File: src/rtl/pds_pkg.sv
package pds_pkg;

  localparam int unsigned QueueDepthDef = 2;
  localparam int unsigned CfgIdxW       = 2;
  localparam int unsigned CfgDataW      = 16;
  localparam int unsigned CountW        = 16;

  localparam logic [7:0] CH_NUL   = 8'h00;
  localparam logic [7:0] CH_SPACE = 8'h20;
  localparam logic [7:0] CH_PCT   = 8'h25;
  localparam logic [7:0] CH_PLUS  = 8'h2B;
  localparam logic [7:0] CH_DEL   = 8'h7F;

  typedef enum logic [CfgIdxW-1:0] {
    CFG_PLUS_TO_SPACE = 2'd0,
    CFG_MAX_OUTPUT    = 2'd1
  } cfg_idx_e;

  typedef enum logic [1:0] {
    HELD_NONE  = 2'd0,
    HELD_PCT   = 2'd1,
    HELD_DIGIT = 2'd2
  } held_e;

  typedef struct packed {
    logic              plus_to_space;
    logic [CountW-1:0] max_output;
  } cfg_t;

  typedef struct packed {
    logic       two;
    logic [7:0] byte0;
    logic       trunc0;
    logic [7:0] byte1;
    logic       trunc1;
  } job_t;

  // {valid, nibble}
  function automatic logic [4:0] hex_val(input logic [7:0] c);
    logic [4:0] r;
    r = '0;
    if (c inside {[8'h30:8'h39]}) begin
      r = {1'b1, c[3:0]};
    end else if (c inside {[8'h61:8'h66], [8'h41:8'h46]}) begin
      r = {1'b1, 4'(c[3:0] + 4'd9)};
    end
    return r;
  endfunction

  function automatic logic is_dropped(input logic [7:0] v);
    return (v == CH_DEL) || ((v < CH_SPACE) && !(v inside {[8'h09:8'h0D]}));
  endfunction

endpackage

File: src/rtl/pds_if.sv
interface pds_in_if;
  logic       valid;
  logic       ready;
  logic [7:0] in_byte;
  logic       is_last;

  modport source (output valid, output in_byte, output is_last, input ready);
  modport sink   (input valid, input in_byte, input is_last, output ready);
endinterface

interface pds_out_if;
  logic       valid;
  logic       ready;
  logic [7:0] out_byte;
  logic       last_of_run;
  logic       truncated;

  modport source (output valid, output out_byte, output last_of_run, output truncated,
                  input ready);
  modport sink   (input valid, input out_byte, input last_of_run, input truncated,
                  output ready);
endinterface

File: src/rtl/pds_front.sv
module pds_front (
  input  logic          clk_i,
  input  logic          rst_ni,
  pds_in_if.sink        in_i,
  input  pds_pkg::cfg_t cfg_i,
  input  logic          full_i,
  output logic          push_o,
  output pds_pkg::job_t job_o
);
  import pds_pkg::*;

  held_e             held_q, held_d;
  logic [7:0]        digit_q, digit_d;
  logic              stop_q, stop_d;
  logic [CountW-1:0] em_q, em_d;

  logic              fire;
  logic              active;
  logic [CountW-1:0] em1, em2;
  logic [7:0]        b, pb, v;
  logic [4:0]        hv_hi, hv_lo;
  logic              e0, e1;
  logic [7:0]        b0, b1;

  assign in_i.ready = !full_i;
  assign fire       = in_i.valid && in_i.ready;
  assign b          = in_i.in_byte;
  assign pb         = (cfg_i.plus_to_space && (b == CH_PLUS)) ? CH_SPACE : b;
  assign em1        = em_q + CountW'(1);
  assign em2        = em_q + CountW'(2);
  assign active     = !stop_q && (em_q < cfg_i.max_output);
  assign hv_hi      = hex_val(digit_q);
  assign hv_lo      = hex_val(b);
  assign v          = {hv_hi[3:0], hv_lo[3:0]};

  always_comb begin
    held_d  = held_q;
    digit_d = digit_q;
    stop_d  = stop_q;
    e0      = 1'b0;
    e1      = 1'b0;
    b0      = pb;
    b1      = pb;
    if (active) begin
      case (held_q)
        HELD_PCT: begin
          if (in_i.is_last) begin
            held_d = HELD_NONE;
            e0     = 1'b1;
            b0     = CH_PCT;
            e1     = (em1 < cfg_i.max_output) && (b != CH_NUL);
          end else begin
            digit_d = b;
            held_d  = HELD_DIGIT;
          end
        end
        HELD_DIGIT: begin
          held_d = HELD_NONE;
          if (hv_hi[4] && hv_lo[4]) begin
            e0 = !is_dropped(v);
            b0 = v;
          end else begin
            e0 = 1'b1;
            b0 = CH_PCT;
          end
        end
        default: begin
          held_d = HELD_NONE;
          if (b == CH_PCT) begin
            if (in_i.is_last) begin
              e0 = 1'b1;
              b0 = CH_PCT;
            end else begin
              held_d = HELD_PCT;
            end
          end else if (b == CH_NUL) begin
            stop_d = 1'b1;
          end else begin
            e0 = 1'b1;
          end
        end
      endcase
    end
    if (e1) begin
      em_d = em2;
    end else if (e0) begin
      em_d = em1;
    end else begin
      em_d = em_q;
    end
    if (in_i.is_last) begin
      held_d  = HELD_NONE;
      digit_d = '0;
      stop_d  = 1'b0;
      em_d    = '0;
    end
  end

  always_comb begin
    push_o       = fire && e0;
    job_o.two    = e1;
    job_o.byte0  = b0;
    job_o.trunc0 = (em1 == cfg_i.max_output);
    job_o.byte1  = b1;
    job_o.trunc1 = (em2 == cfg_i.max_output);
  end

  always_ff @(posedge clk_i or negedge rst_ni) begin
    if (!rst_ni) begin
      held_q  <= HELD_NONE;
      digit_q <= '0;
      stop_q  <= 1'b0;
      em_q    <= '0;
    end else if (fire) begin
      held_q  <= held_d;
      digit_q <= digit_d;
      stop_q  <= stop_d;
      em_q    <= em_d;
    end
  end

  a_end_clears: assert property (@(posedge clk_i) disable iff (!rst_ni)
    fire && in_i.is_last |=> (em_q == '0) && (held_q == HELD_NONE) && !stop_q)
    else $error("stream end left state behind");

  a_no_push_full: assert property (@(posedge clk_i) disable iff (!rst_ni)
    push_o |-> !full_i)
    else $error("push into full queue");

endmodule

File: src/rtl/pds_queue.sv
module pds_queue #(
  parameter int unsigned Depth = pds_pkg::QueueDepthDef
) (
  input  logic          clk_i,
  input  logic          rst_ni,
  input  logic          push_i,
  input  pds_pkg::job_t job_i,
  output logic          full_o,
  input  logic          pop_i,
  output logic          valid_o,
  output pds_pkg::job_t job_o
);
  import pds_pkg::*;

  localparam int unsigned PtrW = (Depth > 1) ? $clog2(Depth) : 1;
  localparam int unsigned CntW = $clog2(Depth + 1);

  job_t            mem_q [Depth];
  logic [PtrW-1:0] wr_q, wr_d, rd_q, rd_d;
  logic [CntW-1:0] cnt_q, cnt_d;

  assign full_o  = (cnt_q == CntW'(Depth));
  assign valid_o = (cnt_q != '0);
  assign job_o   = mem_q[rd_q];

  always_comb begin
    wr_d  = wr_q;
    rd_d  = rd_q;
    cnt_d = cnt_q;
    if (push_i) begin
      wr_d = (wr_q == PtrW'(Depth - 1)) ? '0 : wr_q + PtrW'(1);
    end
    if (pop_i) begin
      rd_d = (rd_q == PtrW'(Depth - 1)) ? '0 : rd_q + PtrW'(1);
    end
    if (push_i && !pop_i) begin
      cnt_d = cnt_q + CntW'(1);
    end else if (pop_i && !push_i) begin
      cnt_d = cnt_q - CntW'(1);
    end
  end

  always_ff @(posedge clk_i) begin
    if (push_i) begin
      mem_q[wr_q] <= job_i;
    end
  end

  always_ff @(posedge clk_i or negedge rst_ni) begin
    if (!rst_ni) begin
      wr_q  <= '0;
      rd_q  <= '0;
      cnt_q <= '0;
    end else begin
      wr_q  <= wr_d;
      rd_q  <= rd_d;
      cnt_q <= cnt_d;
    end
  end

  a_cnt_bound: assert property (@(posedge clk_i) disable iff (!rst_ni)
    cnt_q <= CntW'(Depth))
    else $error("queue count overflow");

  a_no_pop_empty: assert property (@(posedge clk_i) disable iff (!rst_ni)
    pop_i |-> valid_o)
    else $error("pop from empty queue");

endmodule

File: src/rtl/pds_back.sv
module pds_back (
  input  logic          clk_i,
  input  logic          rst_ni,
  input  logic          valid_i,
  input  pds_pkg::job_t job_i,
  output logic          pop_o,
  pds_out_if.source     out_o
);
  import pds_pkg::*;

  logic phase_q, phase_d;
  logic fire;
  logic final_res;

  assign final_res         = phase_q || !job_i.two;
  assign out_o.valid       = valid_i;
  assign out_o.out_byte    = phase_q ? job_i.byte1 : job_i.byte0;
  assign out_o.truncated   = phase_q ? job_i.trunc1 : job_i.trunc0;
  assign out_o.last_of_run = final_res;
  assign fire              = valid_i && out_o.ready;
  assign pop_o             = fire && final_res;

  always_comb begin
    phase_d = phase_q;
    if (fire) begin
      phase_d = !final_res;
    end
  end

  always_ff @(posedge clk_i or negedge rst_ni) begin
    if (!rst_ni) begin
      phase_q <= 1'b0;
    end else begin
      phase_q <= phase_d;
    end
  end

  a_phase_job: assert property (@(posedge clk_i) disable iff (!rst_ni)
    phase_q |-> valid_i && job_i.two)
    else $error("second result without a two-result job");

endmodule

File: src/rtl/percent_decode_stream.sv
// Channel   Dir  Payload                              Handshake
// in_i      in   in_byte[7:0], is_last                valid/ready
// out_o     out  out_byte[7:0], last_of_run, truncated valid/ready
// cfg       in   cfg_idx_i[1:0], cfg_data_i[15:0]      cfg_we_i, no stall
//
// One item accepted per cycle while the queue is not full; the front decides its results in that cycle.
// The output port moves one result per cycle while out_o.ready is high, so an item with two results holds it for both.
// Items wait in a queue of QueueDepth entries; in_i.ready drops only when it is full.
// rst_ni clears decode state, queue and config (plus_to_space 0, max_output 65535).
module percent_decode_stream #(
  parameter int unsigned QueueDepth = pds_pkg::QueueDepthDef
) (
  input  logic                         clk_i,
  input  logic                         rst_ni,
  pds_in_if.sink                       in_i,
  pds_out_if.source                    out_o,
  input  logic                         cfg_we_i,
  input  logic [pds_pkg::CfgIdxW-1:0]  cfg_idx_i,
  input  logic [pds_pkg::CfgDataW-1:0] cfg_data_i
);
  import pds_pkg::*;

  cfg_t cfg_q;
  logic full, push, pop, q_valid;
  job_t job_in, job_head;

  always_ff @(posedge clk_i or negedge rst_ni) begin
    if (!rst_ni) begin
      cfg_q.plus_to_space <= 1'b0;
      cfg_q.max_output    <= '1;
    end else if (cfg_we_i) begin
      case (cfg_idx_e'(cfg_idx_i))
        CFG_PLUS_TO_SPACE: cfg_q.plus_to_space <= cfg_data_i[0];
        CFG_MAX_OUTPUT:    cfg_q.max_output    <= cfg_data_i[CountW-1:0];
        default: ;
      endcase
    end
  end

  pds_front u_front (
    .clk_i  (clk_i),
    .rst_ni (rst_ni),
    .in_i   (in_i),
    .cfg_i  (cfg_q),
    .full_i (full),
    .push_o (push),
    .job_o  (job_in)
  );

  pds_queue #(
    .Depth (QueueDepth)
  ) u_queue (
    .clk_i   (clk_i),
    .rst_ni  (rst_ni),
    .push_i  (push),
    .job_i   (job_in),
    .full_o  (full),
    .pop_i   (pop),
    .valid_o (q_valid),
    .job_o   (job_head)
  );

  pds_back u_back (
    .clk_i   (clk_i),
    .rst_ni  (rst_ni),
    .valid_i (q_valid),
    .job_i   (job_head),
    .pop_o   (pop),
    .out_o   (out_o)
  );

endmodule
File: src/flat_wrapper.sv
// flat-port wrapper written by rule: the top's interface ports become plain ports
module percent_decode_stream_flat import pds_pkg::*;
#(
  parameter int unsigned QueueDepth = pds_pkg::QueueDepthDef
)
  (clk_i, rst_ni, cfg_we_i, cfg_idx_i, cfg_data_i, in_i_valid, in_i_in_byte, in_i_is_last, in_i_ready, out_o_valid, out_o_out_byte, out_o_last_of_run, out_o_truncated, out_o_ready);
  pds_in_if in_i_i ();
  pds_out_if out_o_i ();
  input  logic clk_i;
  input  logic rst_ni;
  input  logic cfg_we_i;
  input  logic [pds_pkg::CfgIdxW-1:0] cfg_idx_i;
  input  logic [pds_pkg::CfgDataW-1:0] cfg_data_i;
  input wire logic [$bits(in_i_i.valid)-1:0] in_i_valid;
  input wire logic [$bits(in_i_i.in_byte)-1:0] in_i_in_byte;
  input wire logic [$bits(in_i_i.is_last)-1:0] in_i_is_last;
  output wire logic [$bits(in_i_i.ready)-1:0] in_i_ready;
  output wire logic [$bits(out_o_i.valid)-1:0] out_o_valid;
  output wire logic [$bits(out_o_i.out_byte)-1:0] out_o_out_byte;
  output wire logic [$bits(out_o_i.last_of_run)-1:0] out_o_last_of_run;
  output wire logic [$bits(out_o_i.truncated)-1:0] out_o_truncated;
  input wire logic [$bits(out_o_i.ready)-1:0] out_o_ready;
  assign in_i_i.valid = in_i_valid;
  assign in_i_i.in_byte = in_i_in_byte;
  assign in_i_i.is_last = in_i_is_last;
  assign in_i_ready = in_i_i.ready;
  assign out_o_valid = out_o_i.valid;
  assign out_o_out_byte = out_o_i.out_byte;
  assign out_o_last_of_run = out_o_i.last_of_run;
  assign out_o_truncated = out_o_i.truncated;
  assign out_o_i.ready = out_o_ready;
  percent_decode_stream #(.QueueDepth(QueueDepth)) u_core (.clk_i(clk_i), .rst_ni(rst_ni), .in_i(in_i_i), .out_o(out_o_i), .cfg_we_i(cfg_we_i), .cfg_idx_i(cfg_idx_i), .cfg_data_i(cfg_data_i));
endmodule
File: config.mk
export PLATFORM = sky130hd
export DESIGN_NAME = percent_decode_stream_flat
export DESIGN_NICKNAME = d
export VERILOG_FILES = /design/src/rtl/pds_pkg.sv /design/src/rtl/pds_if.sv /design/src/rtl/pds_front.sv /design/src/rtl/pds_queue.sv /design/src/rtl/pds_back.sv /design/src/rtl/percent_decode_stream.sv /design/src/flat_wrapper.sv
export SDC_FILE = /design/constraint.sdc
export NUM_CORES = 1
export LEC_CHECK = 0
export BUFFER_PORTS_ARGS = -buffer_cell sky130_fd_sc_hd__buf_2
export CAP_MARGIN = 25
export CORE_MARGIN = 5
export CORE_UTILIZATION = 31
export CTS_CLUSTER_SIZE = 20
export DETAILED_ROUTE_END_ITERATION = 8
export PLACE_DENSITY = 0.51
export SYNTH_ARGS = -nofsm -noshare
export SYNTH_HDL_FRONTEND = slang
export SYNTH_HIERARCHICAL = 1
export SYNTH_SLANG_ARGS = --single-unit
export TNS_END_PERCENT = 20
File: constraint.sdc
create_clock -name clk_i -period 5.19 [get_ports clk_i]
set_input_delay 1.038 -clock clk_i [delete_from_list [all_inputs] [get_ports clk_i]]
set_output_delay 1.038 -clock clk_i [all_outputs]
set_load 0.005 [all_outputs]
==> metrics.yaml <==
drtAntennaViolNets: 0
synth.largest_area_cell: "edfxtp_1"
ys_types: 75
cts_buffers: 9
synth_seq_cells: 87
fmax_mhz: 253
antenna_found_initial: 0
async_reset_ff_frac: 0.563
crit_fanout: 11
crit_type: "flop to flop"
coreArea_um2: 19500
rsz0062_at_grt: "false"
synth_area_leaders: "edfxtp_1 (18%), dfrtp_1 (13%), mux2_4 (11%)"
vias: 4442
clk_pin_slew_ps: 70
syn_area_um2: 6170
setup_viol: 0
arrival_ps: 4250
drv_cap: 0
clock_sinks: 87
cts_tree: "done"
ctsHoldBuffers: 0
crit_path_start: "u_core/u_front/em_q[2]"
power_leakage_nw: 3.03
root_buffer: "clkbuf_16"
clockPowerShare: 0.237
syn_nets: 651
clk_latency_ps: 360
track_usage: 0.137
post-route-period-util: 0.763
synth-edff-count: 38
syn2layout_area_growth_pct: 11.7
cts_max_path_buffers: 2
slew_violations: 0
avgRoutedWirePerCell_um: 17.2
sequentialPowerShare: 0.389
relSlewSlack: 0.388
viasPerCell: 5.09
worst_pin_slew_ps: 918
dieArea_um2: 22800
power_mw: 2.74
netlist.area_leader.share: 0.185
rr_startpoint: "u_core/u_front/em_q[2]"
grt-ovfl-total: 0
drc: 0
crit_required_ps: 5480
synth_cells: 574
min_path_type: "flop to flop"
end_kind: "flop"
drt_wl_total_um: 15000
place_area_um2: 6600
min_period_ps: 3960
die_w_um: 151
skew_ps: 10.0
p_int_mw: 1.79
combPwrFrac: 0.374
ys_seq_area_frac: 0.387
pwr_density_cell_nw_per_um2: 397
drive_above_1_share: 0.263
layout.nets: 680
outcome: "finished clean"
fin_tns_setup_ps: 0
place.gp.congestion: 0.833
grt_max_degree: 50
dp_hpwl_um: 11400
place_ws_ps: 984
ys.warnings.count: 6
synth.avg_cell_area_um2: 10.7
setup_ws_ps: 1230
final_util: 0.353
swShare: 0.346
ys.flop_type: "edfxtp_1"
die_h_um: 151
io_pins: 44
ctsResizeCount: 0
diodes: 0
rows: 51
htree_levels: 3
drt_first_pass_iters: 4
finalHoldViolations: 0
grt_pass1_vias: 4458
stdcell_count: 873
power.switching_mw: 0.947
critPathLaunchType: "flop"
drtIter0Drc: 277
hold_start: "u_core/u_queue/cnt_q[1]"
dp.cells: 857
stdcell_area_um2: 6890
io_buffer_count: 43
grt_pass1_wl_um: 24400
holdWs_ps: 479
cts_setup_buffers: 0
ir_worst_vdd_uv: 164
start_util: 0.316
[routing by layer]
layer	global-route usage	share of wire	wire (um)	vias to the layer above
li1	-	-	-	2156
met1	0.191	0.48	7260	2192
met2	0.217	0.47	7060	81
met3	0.0269	0.033	497	13
met4	0.0403	0.014	203	0
met5	0	0	0	-
[cells in the final DEF (no fill, tap or decap), types with 3 or more instances in the layout]
master | synthesis | routed
o21a_1 | 3 | 3
a21oi_1 | 28 | 28
o22ai_1 | 8 | 8
a22oi_1 | 10 | 10
mux2_4 | 44 | 44
and2_1 | 5 | 5
a211oi_1 | 4 | 4
nand4_1 | 9 | 9
edfxtp_1 | 38 | 38
dfstp_2 | 16 | 16
nor3b_1 | 7 | 7
nor2_1 | 27 | 27
o21ai_0 | 19 | 19
xor2_1 | 22 | 22
o22a_2 | 4 | 4
buf_4 | 2 | 4
inv_1 | 47 | 47
clkbuf_16 | 0 | 9
and4_1 | 3 | 3
nor3_1 | 11 | 11
or2_2 | 3 | 3
a2bb2oi_1 | 6 | 6
ha_1 | 45 | 45
nand3_1 | 14 | 14
nand2_1 | 28 | 28
a21o_1 | 6 | 6
nor4b_1 | 3 | 3
nand2b_1 | 3 | 3
buf_2 | 1 | 43
mux2_2 | 13 | 13
and3_1 | 6 | 6
dfrtp_1 | 33 | 33
or3_1 | 4 | 4
xnor2_1 | 18 | 18
o2bb2ai_1 | 4 | 4
a31oi_1 | 6 | 6
inv_8 | 0 | 4
nor2b_1 | 6 | 6
[cells in the mapped netlist (5+ instances only)]
library cell / number
nand3_1: 14
mux2_4: 44
dfstp_2: 16
clkbuf_1: 19
edfxtp_1: 38
xnor2_1: 18
buf_6: 5
nor3_1: 11
ha_1: 45
nor2b_1: 6
nor2_1: 27
xor2_1: 22
nor3b_1: 7
a31oi_1: 6
inv_1: 47
a2bb2oi_1: 6
nand2_1: 28
nand4_1: 9
a21o_1: 6
and3_1: 6
dfrtp_1: 33
o22ai_1: 8
a21oi_1: 28
and2_1: 5
mux2_2: 13
a22oi_1: 10
o21ai_0: 19
[power by group through the flow]
stage | clock network (mW) | registers, mW | logic [mW]
finish | 0.648 | 1.07 | 1.02
global placement | 0 | 1.10 | 0.990
detailed placement | 0 | 1.08 | 1.03
floorplan | 0 | 1.00 | 0.826
global route | 0.711 | 1.09 | 1.12
CTS | 0.676 | 1.07 | 1.04
[worst max-delay path, cell delays in order, from the launching register on]
cell       delay, ps
dfrtp_1          520
ha_1             360
nand2_1          140
nor2_1           210
nand2_1           70
or3_1            320
xor2_1           210
inv_1             70
ha_1             290
a21o_1           190
a21o_1           170
a21oi_1          190
o2111ai_1        140
a211o_1          440
buf_4            250
a31oi_1          170
o22a_2           150
[area by class of cell]
| type | instances | area, um2 |
|---|---|---|
| Fill cell | 2020 | 12600 |
| Multi-Input combinational cell | 410 | 3440 |
| Sequential cell | 87 | 2390 |
| Tap cell | 265 | 332 |
| Timing Repair Buffer | 48 | 260 |
| Clock buffer | 9 | 225 |
| Inverter | 47 | 176 |
| Clock inverter | 7 | 70.1 |
[cell families after synthesis]
group,synth area share
buf+inv,0.0554
compound gates,0.140
simple gates,0.138
fa+ha+maj,0.0913
mux,0.132
xor+xnor,0.0568
flops,0.387
[state kept, by name, indices dropped and copies added (netlist names)]
register	count
u_core/u_queue/mem_q	38
u_core/cfg_q	17
u_core/u_front/em_q	16
u_core/u_front/digit_q	8
u_core/u_front/held_q	2
u_core/u_queue/cnt_q	2
u_core/u_back/phase_q	1
u_core/u_front/stop_q	1
u_core/u_queue/rd_q	1
u_core/u_queue/wr_q	1
[worst paths after layout]
| check | cells after the start | to | slack, ps |
|---|---|---|---|
| worst max-delay path | 16 | u_core/u_front/em_q[12] | 1230 |
| worst min-delay path | 1 | u_core/u_queue/cnt_q[1] | 480 |
| worst max register to register | 16 | u_core/u_front/em_q[12] | 1230 |
| worst min register to register | 1 | u_core/u_queue/cnt_q[1] | 480 |
| max in group asynchronous | 2 | u_core/u_queue/rd_q | 3930 |
| min in group asynchronous | 2 | u_core/u_front/em_q[9] | 820 |
Power figures use the tool's default switching activity.
